**config.mk**
```make
export PLATFORM = sky130hd
export DESIGN_NAME = yuyv_to_rgb_converter_flat
export DESIGN_NICKNAME = d
export VERILOG_FILES = /design/src/sv/yuv2rgb_pkg.sv /design/src/sv/yuv2rgb_in_if.sv /design/src/sv/yuv2rgb_out_if.sv /design/src/sv/yuyv_to_rgb_converter.sv /design/src/sv/yuv2rgb_pixel.sv /design/src/flat_wrapper.sv
export SDC_FILE = /design/constraint.sdc
export NUM_CORES = 1
export LEC_CHECK = 0
export BUFFER_PORTS_ARGS = -buffer_cell sky130_fd_sc_hd__clkbuf_2
export CELL_PAD_IN_SITES_DETAIL_PLACEMENT = 0
export CELL_PAD_IN_SITES_GLOBAL_PLACEMENT = 1
export CORE_ASPECT_RATIO = 2
export CORE_MARGIN = 4
export CORE_UTILIZATION = 45
export CTS_BUF_LIST = sky130_fd_sc_hd__clkbuf_16
export DETAILED_ROUTE_END_ITERATION = 10
export HOLD_SLACK_MARGIN = 0.12
export PLACE_DENSITY_LB_ADDON = 0.1
export SYNTH_ARGS = -nofsm -noshare
export SYNTH_HDL_FRONTEND = slang
export SYNTH_SLANG_ARGS = --single-unit
```
**constraint.sdc**
```tcl
create_clock -name clk -period 4.5 [get_ports clk]
set_clock_uncertainty 0.1 [all_clocks]
set_input_delay 0.225 -clock clk [delete_from_list [all_inputs] [get_ports clk]]
set_output_delay 0.225 -clock clk [all_outputs]
set_load 0.1 [all_outputs]
```
**src/sv/yuv2rgb_pkg.sv**
```systemverilog
`timescale 1ns / 1ps
package yuv2rgb_pkg;

    localparam int PIX_W   = 8;
    localparam int FRAC_W  = 16;
    localparam int COEF_W  = 17;
    localparam int DELTA_W = 8;
    localparam int PROD_W  = COEF_W + 1 + DELTA_W;
    localparam int SUM_W   = PROD_W + 1;
    localparam int SCL_W   = 2 * PIX_W;

    localparam logic [COEF_W-1:0] COEF_R_V = COEF_W'(89830);
    localparam logic [COEF_W-1:0] COEF_G_V = COEF_W'(45744);
    localparam logic [COEF_W-1:0] COEF_G_U = COEF_W'(22127);
    localparam logic [COEF_W-1:0] COEF_B_U = COEF_W'(113537);

    localparam logic [PIX_W-1:0] CHAN_MAX  = PIX_W'(255);
    localparam logic [PIX_W-1:0] SCALE_MUL = PIX_W'(220);

    localparam int STAGES = 4;

    typedef logic signed [PROD_W-1:0] prod_t;
    typedef logic signed [SUM_W-1:0]  sum_t;

    typedef struct packed {
        prod_t r_v;
        prod_t g_v;
        prod_t g_u;
        prod_t b_u;
    } chroma_prod_t;

    typedef struct packed {
        logic sum_en;
        logic clamp_en;
        logic scale_en;
    } pixel_ctrl_t;

    typedef struct packed {
        logic [PIX_W-1:0] red;
        logic [PIX_W-1:0] green;
        logic [PIX_W-1:0] blue;
    } rgb_t;

endpackage

```
**src/sv/yuv2rgb_in_if.sv**
```systemverilog
`timescale 1ns / 1ps
interface yuv2rgb_in_if;
    logic       valid;
    logic       ready;
    logic [7:0] luma_first;
    logic [7:0] chroma_blue;
    logic [7:0] luma_second;
    logic [7:0] chroma_red;
    logic       frame_end;

    modport source (
        output valid, luma_first, chroma_blue, luma_second, chroma_red, frame_end,
        input  ready
    );

    modport sink (
        input  valid, luma_first, chroma_blue, luma_second, chroma_red, frame_end,
        output ready
    );
endinterface

```
**src/sv/yuv2rgb_out_if.sv**
```systemverilog
`timescale 1ns / 1ps
interface yuv2rgb_out_if;
    logic       valid;
    logic       ready;
    logic [7:0] red_first;
    logic [7:0] green_first;
    logic [7:0] blue_first;
    logic [7:0] red_second;
    logic [7:0] green_second;
    logic [7:0] blue_second;
    logic       frame_end_out;

    modport source (
        output valid, red_first, green_first, blue_first,
               red_second, green_second, blue_second, frame_end_out,
        input  ready
    );

    modport sink (
        input  valid, red_first, green_first, blue_first,
               red_second, green_second, blue_second, frame_end_out,
        output ready
    );
endinterface

```
**src/sv/yuyv_to_rgb_converter.sv**
```systemverilog
`timescale 1ns / 1ps
// YUYV 4:2:2 to RGB888 converter.
// yuyv (sink): one beat carries a packed group Y0, U, Y1, V plus the frame
//   end marker.
// rgb (source): one beat carries two RGB pixels scaled to 0..219 and the
//   frame end marker copied from the matching input beat.
// Four register stages: chroma products, channel sums, clamp, 220/256 scale.
// The scale stage is the output register.
// Throughput: one beat per cycle unless rgb stalls; the stages run in parallel,
//   each limited by one 18x8 multiply or one 27-bit add of up to three terms.
// Each stage holds its beat only while the stage after it is full and
// stalled, so bubbles close up and yuyv.ready stays high until all four
// stages are full behind a stalled receiver. Nothing is dropped or repeated.
// Reset clears the valid bits; the pipeline comes up empty with
// yuyv.ready high.
module yuyv_to_rgb_converter (
    input  logic           clk,
    input  logic           rst_n,
    yuv2rgb_in_if.sink     yuyv,
    yuv2rgb_out_if.source  rgb
);
    import yuv2rgb_pkg::*;

    logic [STAGES-1:0]        valid_reg, valid_next;
    logic [STAGES-1:0]        stage_ready;
    logic [STAGES-1:0]        fend_reg;
    logic [PIX_W-1:0]         y0_reg, y1_reg;
    chroma_prod_t             prod_reg, prod_next;
    logic signed [DELTA_W-1:0] du, dv;
    pixel_ctrl_t              pix_ctrl;
    rgb_t                     rgb_first, rgb_second;

    always_comb
    begin
        stage_ready[STAGES-1] = !valid_reg[STAGES-1] || rgb.ready;
        for (int i = STAGES - 2; i >= 0; i--)
            stage_ready[i] = !valid_reg[i] || stage_ready[i+1];
    end

    always_comb
    begin
        valid_next = valid_reg;
        if (stage_ready[0])
            valid_next[0] = yuyv.valid;
        for (int i = 1; i < STAGES; i++)
            if (stage_ready[i])
                valid_next[i] = valid_reg[i-1];
    end

    always_ff @(posedge clk or negedge rst_n)
    begin
        if (!rst_n)
            valid_reg <= '0;
        else
            valid_reg <= valid_next;
    end

    // C - 128 as a signed byte
    assign du = $signed({~yuyv.chroma_blue[7], yuyv.chroma_blue[6:0]});
    assign dv = $signed({~yuyv.chroma_red[7], yuyv.chroma_red[6:0]});

    always_comb
    begin
        prod_next.r_v = PROD_W'($signed({1'b0, COEF_R_V}) * dv);
        prod_next.g_v = PROD_W'($signed({1'b0, COEF_G_V}) * dv);
        prod_next.g_u = PROD_W'($signed({1'b0, COEF_G_U}) * du);
        prod_next.b_u = PROD_W'($signed({1'b0, COEF_B_U}) * du);
    end

    always_ff @(posedge clk)
    begin
        if (stage_ready[0])
        begin
            y0_reg      <= yuyv.luma_first;
            y1_reg      <= yuyv.luma_second;
            prod_reg    <= prod_next;
            fend_reg[0] <= yuyv.frame_end;
        end
        for (int i = 1; i < STAGES; i++)
            if (stage_ready[i])
                fend_reg[i] <= fend_reg[i-1];
    end

    assign pix_ctrl.sum_en   = stage_ready[1];
    assign pix_ctrl.clamp_en = stage_ready[2];
    assign pix_ctrl.scale_en = stage_ready[3];

    yuv2rgb_pixel u_pixel_first (
        .clk  (clk),
        .luma (y0_reg),
        .prod (prod_reg),
        .ctrl (pix_ctrl),
        .rgb  (rgb_first)
    );

    yuv2rgb_pixel u_pixel_second (
        .clk  (clk),
        .luma (y1_reg),
        .prod (prod_reg),
        .ctrl (pix_ctrl),
        .rgb  (rgb_second)
    );

    assign yuyv.ready        = stage_ready[0];
    assign rgb.valid         = valid_reg[STAGES-1];
    assign rgb.red_first     = rgb_first.red;
    assign rgb.green_first   = rgb_first.green;
    assign rgb.blue_first    = rgb_first.blue;
    assign rgb.red_second    = rgb_second.red;
    assign rgb.green_second  = rgb_second.green;
    assign rgb.blue_second   = rgb_second.blue;
    assign rgb.frame_end_out = fend_reg[STAGES-1];

endmodule

```
**src/sv/yuv2rgb_pixel.sv**
```systemverilog
`timescale 1ns / 1ps
module yuv2rgb_pixel (
    input  logic                             clk,
    input  logic [yuv2rgb_pkg::PIX_W-1:0]    luma,
    input  yuv2rgb_pkg::chroma_prod_t        prod,
    input  yuv2rgb_pkg::pixel_ctrl_t         ctrl,
    output yuv2rgb_pkg::rgb_t                rgb
);
    import yuv2rgb_pkg::*;

    sum_t             base;
    sum_t             r_sum_reg, g_sum_reg, b_sum_reg;
    sum_t             r_sum_next, g_sum_next, b_sum_next;
    rgb_t             clamp_reg, clamp_next;
    rgb_t             scale_reg, scale_next;
    logic [SCL_W-1:0] r_scl, g_scl, b_scl;

    function automatic logic [PIX_W-1:0] clamp_chan(input sum_t s);
        logic [PIX_W-1:0] c;
        if (s[SUM_W-1])
            c = '0;
        else if (|s[SUM_W-2:FRAC_W+PIX_W])
            c = CHAN_MAX;
        else
            c = s[FRAC_W+PIX_W-1:FRAC_W];
        return c;
    endfunction

    assign base = $signed({{(SUM_W-PIX_W-FRAC_W){1'b0}}, luma, {FRAC_W{1'b0}}});

    always_comb
    begin
        r_sum_next = base + SUM_W'(prod.r_v);
        g_sum_next = base - SUM_W'(prod.g_v) - SUM_W'(prod.g_u);
        b_sum_next = base + SUM_W'(prod.b_u);
    end

    always_comb
    begin
        clamp_next.red   = clamp_chan(r_sum_reg);
        clamp_next.green = clamp_chan(g_sum_reg);
        clamp_next.blue  = clamp_chan(b_sum_reg);
    end

    // scale by 220/256
    always_comb
    begin
        r_scl            = clamp_reg.red   * SCALE_MUL;
        g_scl            = clamp_reg.green * SCALE_MUL;
        b_scl            = clamp_reg.blue  * SCALE_MUL;
        scale_next.red   = r_scl[SCL_W-1:PIX_W];
        scale_next.green = g_scl[SCL_W-1:PIX_W];
        scale_next.blue  = b_scl[SCL_W-1:PIX_W];
    end

    always_ff @(posedge clk)
    begin
        if (ctrl.sum_en)
        begin
            r_sum_reg <= r_sum_next;
            g_sum_reg <= g_sum_next;
            b_sum_reg <= b_sum_next;
        end
        if (ctrl.clamp_en)
            clamp_reg <= clamp_next;
        if (ctrl.scale_en)
            scale_reg <= scale_next;
    end

    assign rgb = scale_reg;

endmodule

```
**src/flat_wrapper.sv**
```systemverilog
// flat-port wrapper written by rule: the top's interface ports become plain ports
module yuyv_to_rgb_converter_flat import yuv2rgb_pkg::*;
  (clk, rst_n, yuyv_valid, yuyv_luma_first, yuyv_chroma_blue, yuyv_luma_second, yuyv_chroma_red, yuyv_frame_end, yuyv_ready, rgb_valid, rgb_red_first, rgb_green_first, rgb_blue_first, rgb_red_second, rgb_green_second, rgb_blue_second, rgb_frame_end_out, rgb_ready);
  yuv2rgb_in_if yuyv_i ();
  yuv2rgb_out_if rgb_i ();
  input  logic clk;
  input  logic rst_n;
  input wire logic [$bits(yuyv_i.valid)-1:0] yuyv_valid;
  input wire logic [$bits(yuyv_i.luma_first)-1:0] yuyv_luma_first;
  input wire logic [$bits(yuyv_i.chroma_blue)-1:0] yuyv_chroma_blue;
  input wire logic [$bits(yuyv_i.luma_second)-1:0] yuyv_luma_second;
  input wire logic [$bits(yuyv_i.chroma_red)-1:0] yuyv_chroma_red;
  input wire logic [$bits(yuyv_i.frame_end)-1:0] yuyv_frame_end;
  output wire logic [$bits(yuyv_i.ready)-1:0] yuyv_ready;
  output wire logic [$bits(rgb_i.valid)-1:0] rgb_valid;
  output wire logic [$bits(rgb_i.red_first)-1:0] rgb_red_first;
  output wire logic [$bits(rgb_i.green_first)-1:0] rgb_green_first;
  output wire logic [$bits(rgb_i.blue_first)-1:0] rgb_blue_first;
  output wire logic [$bits(rgb_i.red_second)-1:0] rgb_red_second;
  output wire logic [$bits(rgb_i.green_second)-1:0] rgb_green_second;
  output wire logic [$bits(rgb_i.blue_second)-1:0] rgb_blue_second;
  output wire logic [$bits(rgb_i.frame_end_out)-1:0] rgb_frame_end_out;
  input wire logic [$bits(rgb_i.ready)-1:0] rgb_ready;
  assign yuyv_i.valid = yuyv_valid;
  assign yuyv_i.luma_first = yuyv_luma_first;
  assign yuyv_i.chroma_blue = yuyv_chroma_blue;
  assign yuyv_i.luma_second = yuyv_luma_second;
  assign yuyv_i.chroma_red = yuyv_chroma_red;
  assign yuyv_i.frame_end = yuyv_frame_end;
  assign yuyv_ready = yuyv_i.ready;
  assign rgb_valid = rgb_i.valid;
  assign rgb_red_first = rgb_i.red_first;
  assign rgb_green_first = rgb_i.green_first;
  assign rgb_blue_first = rgb_i.blue_first;
  assign rgb_red_second = rgb_i.red_second;
  assign rgb_green_second = rgb_i.green_second;
  assign rgb_blue_second = rgb_i.blue_second;
  assign rgb_frame_end_out = rgb_i.frame_end_out;
  assign rgb_i.ready = rgb_ready;
  yuyv_to_rgb_converter u_core (.clk(clk), .rst_n(rst_n), .yuyv(yuyv_i), .rgb(rgb_i));
endmodule
```
Yosys cells after proc, flatten, opt, wreduce, memory -nomap -nowiden

Cells that the tools add are included.

Logic and storage cells: 72
Bits in registers: 378
Output and inout port bits: 51

Mux-type cells: 6
Multipliers: 10
Reduce and logical (&&, ||, !) cells: 14
Bitwise gates (word level): 2
$add $sub $neg: 8

Operator list:

| cell                                              | number |
|---|---|
| adder 25 x 26 -> 27 bit                           | 4 |
| multiplier 8 x 6 -> 14 bit, second input constant | 6 |
| subtractor 26 x 24 -> 27 bit                      | 2 |
| subtractor 25 x 25 -> 26 bit                      | 2 |
| two-way mux 8 bit                                 | 6 |
| multiplier 18 x 8 -> 26 bit, first input constant | 1 |
| multiplier 17 x 8 -> 25 bit, first input constant | 1 |
| multiplier 16 x 8 -> 24 bit, first input constant | 1 |
| multiplier 13 x 8 -> 21 bit, first input constant | 1 |
| OR reduction 2 bit                                | 6 |
| zero test 1 bit                                   | 4 |
| logical OR 1 bit                                  | 4 |
| NOT 1 bit                                         | 2 |

Depth between registers and ports, before layout

Gate-level depths: netlist of the first run.

Word-level depth: 5
Gate-level depth with buffers: 19
Gate-level depth less buffers: 19

By module

From an unflattened synthesis of the first run, not the netlist that was laid out.

Cell total of the unflattened synthesis: 2,470
Area total of the unflattened synthesis: 26,566.7 um^2

By module, submodules not included:

| module                                | sequential area each (um^2) | area an instance (um^2) | times used | cells each |
|---|---|---|---|---|
| yuyv_to_rgb_converter                 | 3,463.3                     | 11,512.3                | 1          | 1,030 |
| yuv2rgb_pixel (u_core.u_pixel_second) | 2,432.3                     | 7,536.0                 | 1          | 710 |
| yuv2rgb_pixel (u_core.u_pixel_first)  | 2,432.3                     | 7,518.5                 | 1          | 730 |

Least setup slack after synthesis of the first run

No wires, ideal clock.

Path type: flip-flop to flip-flop
From: register u_core.valid_reg[3]
To: register u_core.fend_reg[0] (enable)
Path slack: -1.528 ns
Period minus slack after synthesis: 6.028 ns
Cell stages (with the launch flop): 3
Required time: 2.861 ns
Arrival: 4.389 ns
Cell sequence: dfrtp_1 nor2b_1 nand4_1

Word-level cells in the longest chain between the ends: 5

RTL lines:

| item                            | line                        | text |
|---|---|---|
| from (decl)                     | yuyv_to_rgb_converter.sv:24 | `logic [STAGES-1:0] valid_reg, valid_next;` |
| from (signal assigned)          | yuyv_to_rgb_converter.sv:55 | `valid_reg <= valid_next;` |
| zero test 1 bit                 | yuyv_to_rgb_converter.sv:35 | `stage_ready[STAGES-1] = !valid_reg[STAGES-1] \|\| rgb.ready;` |
| logical OR 1 bit                | yuyv_to_rgb_converter.sv:35 |  |
| logical OR 1 bit (3 in a row)   | yuyv_to_rgb_converter.sv:37 | `stage_ready[i] = !valid_reg[i] \|\| stage_ready[i+1];` |
| net yuyv_ready                  | flat_wrapper.sv:14          | `output wire logic [$bits(yuyv_i.ready)-1:0] yuyv_ready;` |
| to (signal assigned)            | yuyv_to_rgb_converter.sv:77 | `fend_reg[0] <= yuyv.frame_end;` |
| to (signal, indexed assignment) | yuyv_to_rgb_converter.sv:81 | `fend_reg[i] <= fend_reg[i-1];` |
| to (decl)                       | yuyv_to_rgb_converter.sv:26 | `logic [STAGES-1:0] fend_reg;` |

The timed path passes the listed nets, and every way through them passes these cells.
A chain may end at the register's enable or synchronous reset.

==> qor.yml, run 1 <==
status: "finished clean"
post-dp-hpwl_um: 44600
cts_num_sinks: 251
ys.flop_type: "edfxtp_1"
dr.first_iter.drc_count: 425
drive_gt1_share_pct: 10.7
numPortBuffers: 87
largest_reg_flops: 65
yosysSeqAreaShare_pct: 30.9
dieArea_um2: 58000
antenna_left: 0
required_ns: 4.69
cp_max_fo: 3
worstMarginPinSlew_ns: 0.980
layout_min_cycle_time_ns: 4.33
die_h_um: 337
detail_route.wl_per_cell_um: 16.0
drc: 0
syn-num-nets: 2951
synth_top_family_by_area: "adder cells"
clkTransAtPathRegs_ns: 0.06
track_usage_pct: 18.4
syn_area_um2: 24300
syn_inst: 2258
hold_viol: 0
setup_viol: 0
min_period_over_period_pct: 96.3
antenna_found_initial: 0
vias_per_cell: 4.92
synthMuxAreaShare_pct: 0.0412
htreeDepth: 1
postPlaceCellArea_um2: 26400
ys_warn_count: 0
fp.dieW_um: 172
clk-insertion-delay-late_ns: 0.54
slew_headroom_pct: 34.6
cts_buffers: 24
root_buffer: "clkbuf_16"
cap_violations: 0
cp-start-kind: "primary input"
path_class: "primary input to flip-flop"
drv_slew: 0
clockBufferDepth: 3
fp-row-count: 120
grt-ovfl-total: 0
gp_congestion: 0.921
design_area_um2: 27500
grt_pass1_wl_um: 84600
synthArstFlopShare_pct: 1.59
synth.distinct_cells: 62
start_util_pct: 45.5
n_antenna_cell: 0
drt_first_pass_iters: 4
cp.arrival_ns: 4.53
nets: 3172
route.vias.total: 15600
finalWirelength_um: 50800
fin_hold_ws_ns: 0.144
synth_xor_area_share_pct: 4.79
grt_pass1_vias: 17000
synth_seq_cells: 251
synthSimpleGateAreaFrac_pct: 7.34
grt_max_degree: 69
synth_fa_ha_area_share_pct: 40.7
synth_edf_count: 247
coreArea_um2: 53500
synthToLayoutAreaGrowth_pct: 13.0
post_cts_buffers: 0
io_pins: 88
clock.fmax_ghz: 0.231
end_kind: "flip-flop"
tritoncts: "yes"
min_path_type: "primary input to flip-flop"
fillCellCount: 4972
synth_compound_area_share_pct: 8.09
syn_avg_cell_area_um2: 10.8
-- stage by stage --
stage | utilization (%) | setup slack (ns) | setup TNS (ns) | std cells
CTS | 51.3 | 0.0667 | 0 | 3168
detailed placement | 49.3 | -0.224 | -0.828 | 3100
global placement | 49.3 | -0.169 | -0.418 | 3100
floorplan | - | -1.08 | -89.33 | 2258
global route | 51.4 | -0.0127 | -0.0127 | 3168
finish | 51.4 | 0.166 | 0 | 3168
-- worst max-delay path, stage by stage --
cell	delay, ns
dlygate4sd3_1	0.53
buf_4	0.15
inv_1	0.12
ha_4	0.23
ha_1	0.27
inv_1	0.09
buf_4	0.17
fa_1	0.49
fa_1	0.53
inv_1	0.04
ha_1	0.30
and3_1	0.17
a21oi_1	0.15
o31ai_2	0.10
o221a_1	0.25
or3_4	0.35
a311oi_2	0.29
xnor2_1	0.09
-- worst paths after layout --
path | start | end | slack [ns] | cells past startpoint
max | yuyv_chroma_blue[0] | u_core.prod_reg[24]$_DFFE_PP_ | 0.17 | 18
min | yuyv_chroma_red[7] | u_core.prod_reg[75]$_DFFE_PP_ | 0.14 | 3
max in group asynchronous | rst_n | u_core.valid_reg[3]$_DFFE_PN0P_ | 3.56 | 3
min reg2reg | u_core.fend_reg[1]$_DFFE_PP_ | u_core.fend_reg[2]$_DFFE_PP_ | 0.31 | 0
max reg2reg | u_core.u_pixel_second.clamp_reg[11]$_SDFFCE_PP0P_ | u_core.u_pixel_second.rgb[15]$_DFFE_PP_ | 0.37 | 15
min in group asynchronous | rst_n | u_core.valid_reg[0]$_DFFE_PN0P_ | 0.53 | 3
-- cells in the mapped netlist (7+ instances only) --
library cell / n / area share (%)
xnor2_1: 99 / 3.6
inv_1: 507 / 7.8
nand2_1: 54 / 0.83
edfxtp_1: 247 / 31
a211oi_1: 9 / 0.28
o21ai_1: 39 / 0.80
clkbuf_1: 11 / 0.17
nor2b_1: 34 / 0.87
nand3_1: 22 / 0.45
xor2_1: 34 / 1.2
o21a_1: 19 / 0.59
or2_2: 12 / 0.31
nor3_1: 13 / 0.27
a21oi_1: 94 / 1.9
and2_1: 11 / 0.28
nor2_1: 197 / 3.0
o21bai_1: 12 / 0.37
nand2b_1: 11 / 0.28
and3_1: 7 / 0.18
fa_1: 225 / 19
nand4_1: 7 / 0.18
ha_1: 431 / 22
o21ai_0: 29 / 0.60
a21o_1: 40 / 1.2
-- metal layers --
layer	wire (um)	part of all wire, %	vias to the layer above	track usage (%)
met2	29500	58	172	37.4
met1	17900	35	7451	18.4
met3	1010	2.0	83	1.51
met5	0	0	-	0
met4	2430	4.8	0	7.65
li1	-	-	7876	-
-- cells in the final DEF (no fill, tap or decap), types with 13 or more instances in the layout --
master / instances
inv_1: 506
ha_1: 428
edfxtp_1: 247
fa_1: 223
nor2_1: 197
buf_4: 100
xnor2_1: 99
a21oi_1: 92
clkbuf_2: 86
nand2_1: 53
a21o_1: 40
o21ai_1: 39
xor2_1: 34
nor2b_1: 33
o21ai_0: 28
clkbuf_16: 25
dlygate4sd3_1: 24
nand3_1: 21
o21a_1: 19
nor3_1: 13
-- final cells by class --
cell class | count | area [um^2] | area share [%]
well taps | 671 | 840 | 3.06
clock buffers | 25 | 626 | 2.28
multi-input cells | 1482 | 14900 | 54.4
repair buffers | 212 | 1460 | 5.32
flip-flops and latches | 251 | 7520 | 27.4
clock inverters | 19 | 178 | 0.647
inverters | 508 | 1910 | 6.95
-- kinds of logic after synthesis --
kind of cell / after synthesis
compound gates: 303
xor+xnor: 133
fa+ha+maj: 656
buf+inv: 525
flops: 251
mux: 1
simple gates: 389
-- what timing repair did --
item,CTS,global route
setup endpoints to repair,0,7
hold endpoints to repair,26,0
hold buffers,24,0
gates resized for setup,0,13
Power of run 1 is not shown: default switching activity piles up to over one toggle a cycle in this logic, so the estimate is an artifact.
==> inputs of run 2 (changes only) <==
Settings changed: ABC_AREA set to 1.
==> qor.yml, run 2 <==
fp-row-count: 128  # +6.7%
clock.fmax_ghz: 0.237  # +2.7%
synth_most_common_cell: "inv_1"
min_path_type: "primary input to flip-flop"
largest_reg_flops: 65  # unchanged
fp.dieW_um: 183  # +6.4%
min_period_over_period_pct: 93.8  # -2.5 points
coreArea_um2: 60900  # +14%
hold_path_startpoint: "rgb_ready"
grt-ovfl-total: 0  # unchanged
cp-start-kind: "primary input"
vias_per_cell: 4.94  # +0.40%
syn_avg_cell_area_um2: 8.53  # -21%
syn_inst: 3246  # +44%
htreeDepth: 1  # unchanged
route.met3.wl_um: 1500  # +49%
worstMarginPinSlew_ns: 0.765  # -0.215 ns
seq_area_um2: 7520  # unchanged
rrSetupSlack_ns: 0.83  # +0.46 ns
yosysSeqAreaShare_pct: 27.2  # -3.8 points
antenna_left: 0  # unchanged
slowest_stage: "dlygate4sd3_1"
io_pins: 88  # unchanged
setup_viol: 0  # unchanged
met2WireLength_um: 40200  # +36%
dieArea_um2: 65800  # +13%
cts_buffers: 26  # +8.3%
ys.flop_type: "edfxtp_1"
rsz0062_at_grt: "no"
end_kind: "flip-flop"
detail_route.wl_per_cell_um: 17.0  # +5.9%
syn_area_um2: 27700  # +14%
status: "finished clean"
ff2ff_path_depth: 13  # -2
timing.rr.start: "u_core.u_pixel_first.clamp_reg[21]$_SDFFCE_PP0P_"
dr.first_iter.drc_count: 771  # +81%
route.vias.total: 20800  # +33%
required_ns: 4.71  # +0.02 ns
cts_num_sinks: 251  # unchanged
finalWirelength_um: 71500  # +41%
final_cell_mix: "inv_1, nand2_1, ha_1"
path_cells: "dlygate4sd3_1, clkbuf_2, buf_4, fa_1, inv_1, fa_1, fa_1, inv_1, fa_1, inv_1, ha_1, nand2_1, inv_1, a21oi_1, nor2_1, nor2_1, nand2_1, nand2_1, nand2_1"
synth_common_cells: "inv_1, nand2_1, ha_1, edfxtp_1, fa_1"
clockBufferDepth: 3  # unchanged
n_antenna_cell: 0  # unchanged
setup_tns_ns: 0  # unchanged
synth_seq_cells: 251  # unchanged
hold_viol: 0  # unchanged
cp-startpoint: "yuyv_chroma_blue[7]"
layout_min_cycle_time_ns: 4.22  # -0.112 ns
tritoncts: "yes"
synth_top_area_cell: "edfxtp_1"
crit_end: "u_core.prod_reg[23]$_DFFE_PP_"
synthArstFlopShare_pct: 1.59  # unchanged
synth_edf_count: 247  # unchanged
clk-insertion-delay-late_ns: 0.56  # +0.02 ns
nets: 4102  # +29%
drv_slew: 0  # unchanged
cp.arrival_ns: 4.43  # -0.10 ns
drt_first_pass_iters: 6  # +2
slew_headroom_pct: 49.0  # +14 points
track_usage_pct: 22.1  # +3.7 points
multi_input_area_um2: 17000  # +14%
grt_pass1_wl_um: 115000  # +35%
final_common_cell: "inv_1"
placed_cells: 4135  # +33%
path_class: "primary input to flip-flop"
yosys-top-cells-area: "edfxtp_1, ha_1, fa_1"
drc: 0  # unchanged
post-dp-hpwl_um: 63100  # +41%
synthToLayoutAreaGrowth_pct: 10.1
grt_pass1_vias: 22100  # +30%
antenna_found_initial: 0  # unchanged
numPortBuffers: 87  # unchanged
max_stage_delay_ns: 0.53  # about the same
clkTransAtPathRegs_ns: 0.06  # about the same
drive_gt1_share_pct: 5.48  # -5.2 points
yosysTopAreaCellShare_pct: 26.8  # -3.7 points
root_buffer: "clkbuf_16"
cap_violations: 0  # unchanged
wl_met1_um: 24400  # +36%
grt_max_degree: 52  # -25%
cts.repair.resized: 0  # unchanged
fin_cells: 4209  # +33%
timing.rr.end: "u_core.u_pixel_first.rgb[22]$_DFFE_PP_"
cp_max_fo: 6  # +3
die_h_um: 359  # +6.5%
synth.distinct_cells: 37  # -40%
syn-num-nets: 3939  # +33%
start_util_pct: 45.5  # about the same
gp_congestion: 0.962  # +4.5%
ys_warn_count: 0  # unchanged
fillCellCount: 5984  # +20%
dr.max_layer_used: "met4"
run 2: final cells by class:
type,count,area share [%]
clock inverters,21,0.669
flip-flops and latches,251,24.7
multi-input cells,2162,55.9
clock buffers,27,2.22
well taps,780,3.20
inverters,825,10.2
repair buffers,143,3.07
run 2: worst min-delay path by stage:
stage | to | slack (ns) | cells past startpoint
after floorplan | u_core.valid_reg[0]$_DFFE_PN0P_ | -0.17 | 0
after global placement | u_core.valid_reg[3]$_DFFE_PN0P_ | -0.05 | 1
after detailed placement | u_core.valid_reg[3]$_DFFE_PN0P_ | -0.05 | 1
after CTS | u_core.prod_reg[27]$_DFFE_PP_ | 0.22 | 3
after global routing | u_core.prod_reg[27]$_DFFE_PP_ | 0.27 | 3
final | u_core.valid_reg[1]$_DFFE_PN0P_ | 0.26 | 7
run 2: cells by family after synthesis:
group,synth area share [%]
and+or+nand+nor,16.3
buffers and inverters,11.3
adders and majority gates,35.8
AOI/OAI and AO/OA,6.17
DFF,27.2
xor gates and xnor gates,3.26
run 2: what timing repair did:
item / 4_1_cts / 5_1_grt
setup buffers: 0 / 0
hold endpoints to repair: 30 / 0
hold buffers: 26 / 0
run 2: layer usage:
| metal | up-vias | global-route usage (%) |
|---|---|---|
| met5 | - | 0 |
| met4 | 0 | 13.7 |
| met3 | 177 | 1.37 |
| met2 | 356 | 44.6 |
| met1 | 9711 | 21.3 |
| li1 | 10500 | - |
run 2: stage by stage:
stage / util (%) / cell area (um^2) / setup WS (ns) / hold WS [ns]
3_5_place_dp: 48.2 / 29300 / 0.155 / -0.0505
5_1_grt: 50.1 / 30500 / 0.0176 / 0.271
2_1_floorplan: - / 27700 / 0.0672 / -0.171
4_1_cts: 50.1 / 30500 / 0.287 / 0.221
3_3_place_gp: 48.2 / 29300 / 0.204 / -0.0515
6_report: 50.1 / 30500 / 0.278 / 0.257
run 2: worst max-delay path: cells and delay by family:
| family | cells | cell delay [ns] |
|---|---|---|
| compound gates | 1 | 0.20 |
| buf+inv | 7 | 1.23 |
| fa+ha+maj | 5 | 2.32 |
| simple gates | 6 | 0.48 |
Power of run 2 is left out for the same reason.
==> inputs of run 3 (changes only) <==
==> constraint.sdc (replaced) <==
create_clock -name clk -period 4.5 [get_ports clk]
set_clock_uncertainty 0.1 [all_clocks]
set_input_delay 0.45 -clock clk [delete_from_list [all_inputs] [get_ports clk]]
set_output_delay 0.45 -clock clk [all_outputs]
set_load 0.1 [all_outputs]
==> qor.yml, run 3 (synthesis results as in run 2) <==
status: "finished clean"
hold_path_startpoint: "yuyv_chroma_blue[7]"
tritoncts: "yes"
min_path_type: "primary input to flip-flop"
cp.arrival_ns: 4.46  # +0.03 ns
coreArea_um2: 60900  # unchanged
drc: 0  # unchanged
largest_reg_flops: 65  # unchanged
worst_slack_ns: 0.257  # -0.0207 ns
nets: 4109  # +0.17%
cts_buffers: 27  # +3.8%
setup_tns_ns: 0  # unchanged
clock.fmax_ghz: 0.236  # -0.49%
grt_pass1_wl_um: 114000  # -0.14%
dieArea_um2: 65800  # unchanged
fp-row-count: 128  # unchanged
timing.rr.end: "u_core.u_pixel_first.rgb[23]$_DFFE_PP_"
met3_usage_pct: 1.40  # +0.030 points
drt_first_pass_iters: 5  # -1
setup_viol: 0  # unchanged
gp_congestion: 0.970  # +0.84%
end_kind: "flip-flop"
grt_max_degree: 68  # +31%
antenna_left: 0  # unchanged
design_area_um2: 30500  # about the same
rsz0062_at_grt: "no"
post_cts_buffers: 0  # unchanged
placed_cells: 4145  # +0.24%
rrSetupSlack_ns: 0.79  # -0.04 ns
vias_per_cell: 4.94  # about the same
numPortBuffers: 87  # unchanged
grt_pass1_vias: 22100  # +0.23%
route.vias.total: 20800  # +0.14%
final_common_cell: "inv_1"
clockBufferDepth: 3  # unchanged
detail_route.wl_per_cell_um: 16.9  # -0.48%
fp.dieW_um: 183  # unchanged
worstMarginPinSlew_ns: 0.839  # +0.0744 ns
synthToLayoutAreaGrowth_pct: 10.2  # about the same
fin_cells: 4216  # +0.17%
holdPathEnd: "u_core.prod_reg[24]$_DFFE_PP_"
io_pins: 88  # unchanged
hold_viol: 0  # unchanged
path_class: "primary input to flip-flop"
cp_max_fo: 5  # -1
min_path_cells: 4  # -3
antenna_found_initial: 0  # unchanged
cap_violations: 0  # unchanged
grt_use_met2_pct: 44.0  # -0.55 points
final_cell_mix: "inv_1, nand2_1, ha_1"
slew_headroom_pct: 44.0  # -5.0 points
cts_num_sinks: 251  # unchanged
layout_min_cycle_time_ns: 4.24  # +0.0207 ns
top_usage_layer: "met2"
grt-ovfl-total: 0  # unchanged
postPlaceCellArea_um2: 29400  # +0.26%
dr.first_iter.drc_count: 716  # -7.1%
drive_gt1_share_pct: 5.85  # +0.37 points
clkTransAtPathRegs_ns: 0.07  # about the same
start_util_pct: 45.5  # unchanged
n_antenna_cell: 0  # unchanged
cp-start-kind: "primary input"
post-dp-hpwl_um: 63200  # about the same
required_ns: 4.72  # about the same
use_met1_pct: 21.1  # -0.20 points
track_usage_pct: 22.1  # -0.037 points
min_period_over_period_pct: 94.3  # +0.46 points
root_buffer: "clkbuf_16"
ff2ff_path_depth: 15  # +2
timing.rr.start: "u_core.u_pixel_first.clamp_reg[21]$_SDFFCE_PP0P_"
finalWirelength_um: 71300  # -0.31%
htreeDepth: 1  # unchanged
clk-insertion-delay-late_ns: 0.57  # about the same
die_h_um: 359  # unchanged
drv_slew: 0  # unchanged
preCtsSetupSlack_ns: 0.0380  # -0.117 ns
## run 3: cell count changes in the layout (fill, tap and decap cells not counted), sizes merged
cell,delta
buf,+10
dlygate4sd3,-4
inv,+3
bufinv,-1
clkinvlp,-1
## run 3: worst max path at each step
stage / from / to / slack [ns]
floorplan: u_core.valid_reg[3]$_DFFE_PN0P_ / u_core.fend_reg[1]$_DFFE_PP_ / 0.07
global placement: yuyv_chroma_blue[5] / u_core.prod_reg[24]$_DFFE_PP_ / 0.12
detailed placement: yuyv_chroma_blue[5] / u_core.prod_reg[23]$_DFFE_PP_ / 0.04
CTS: yuyv_chroma_blue[0] / u_core.prod_reg[45]$_DFFE_PP_ / 0.28
global route: yuyv_chroma_blue[0] / u_core.prod_reg[45]$_DFFE_PP_ / 0.03
finish: yuyv_chroma_blue[0] / u_core.prod_reg[45]$_DFFE_PP_ / 0.26
## run 3: cell type report
cell class	count	area, um^2
clock inverter	22	199
inverter	825	3110
tap	780	976
clock buffer	27	676
fill	5981	30400
sequential	251	7520
timing repair buffer	149	971
multi-input combinational	2162	17000
## run 3: through the flow
| stage | utilization (%) | hold slack (ns) |
|---|---|---|
| floorplan | - | 0.0544 |
| global placement | 48.3 | 0.172 |
| detailed placement | 48.3 | 0.174 |
| CTS | 50.1 | 0.283 |
| global route | 50.1 | 0.304 |
| finish | 50.1 | 0.308 |
## run 3: critical path: stages
cell and delay (ns):
dlygate4sd3_1 0.53, clkbuf_2 0.17, ha_1 0.23, buf_4 0.19, fa_1 0.50, fa_1 0.49, inv_1 0.06, fa_1 0.62
inv_1 0.07, ha_1 0.41, nand2_1 0.11, nor2_1 0.17, nand2_1 0.08, nand3_1 0.13, nand3b_1 0.12, nand3_1 0.08
nand2_1 0.05
## run 3: repair_timing
item                                   4_1_cts  5_1_grt
endpoints found under the hold margin       24        0
resized for setup                            0        0
hold buffers                                22        0
## run 3: layer usage
metal	wire length (um)	vias to the layer above
li1	-	10600
met1	24000	9727
met2	39700	358
met3	1540	167
met4	6020	0
met5	0	-
Power of run 3 is left out for the same reason.
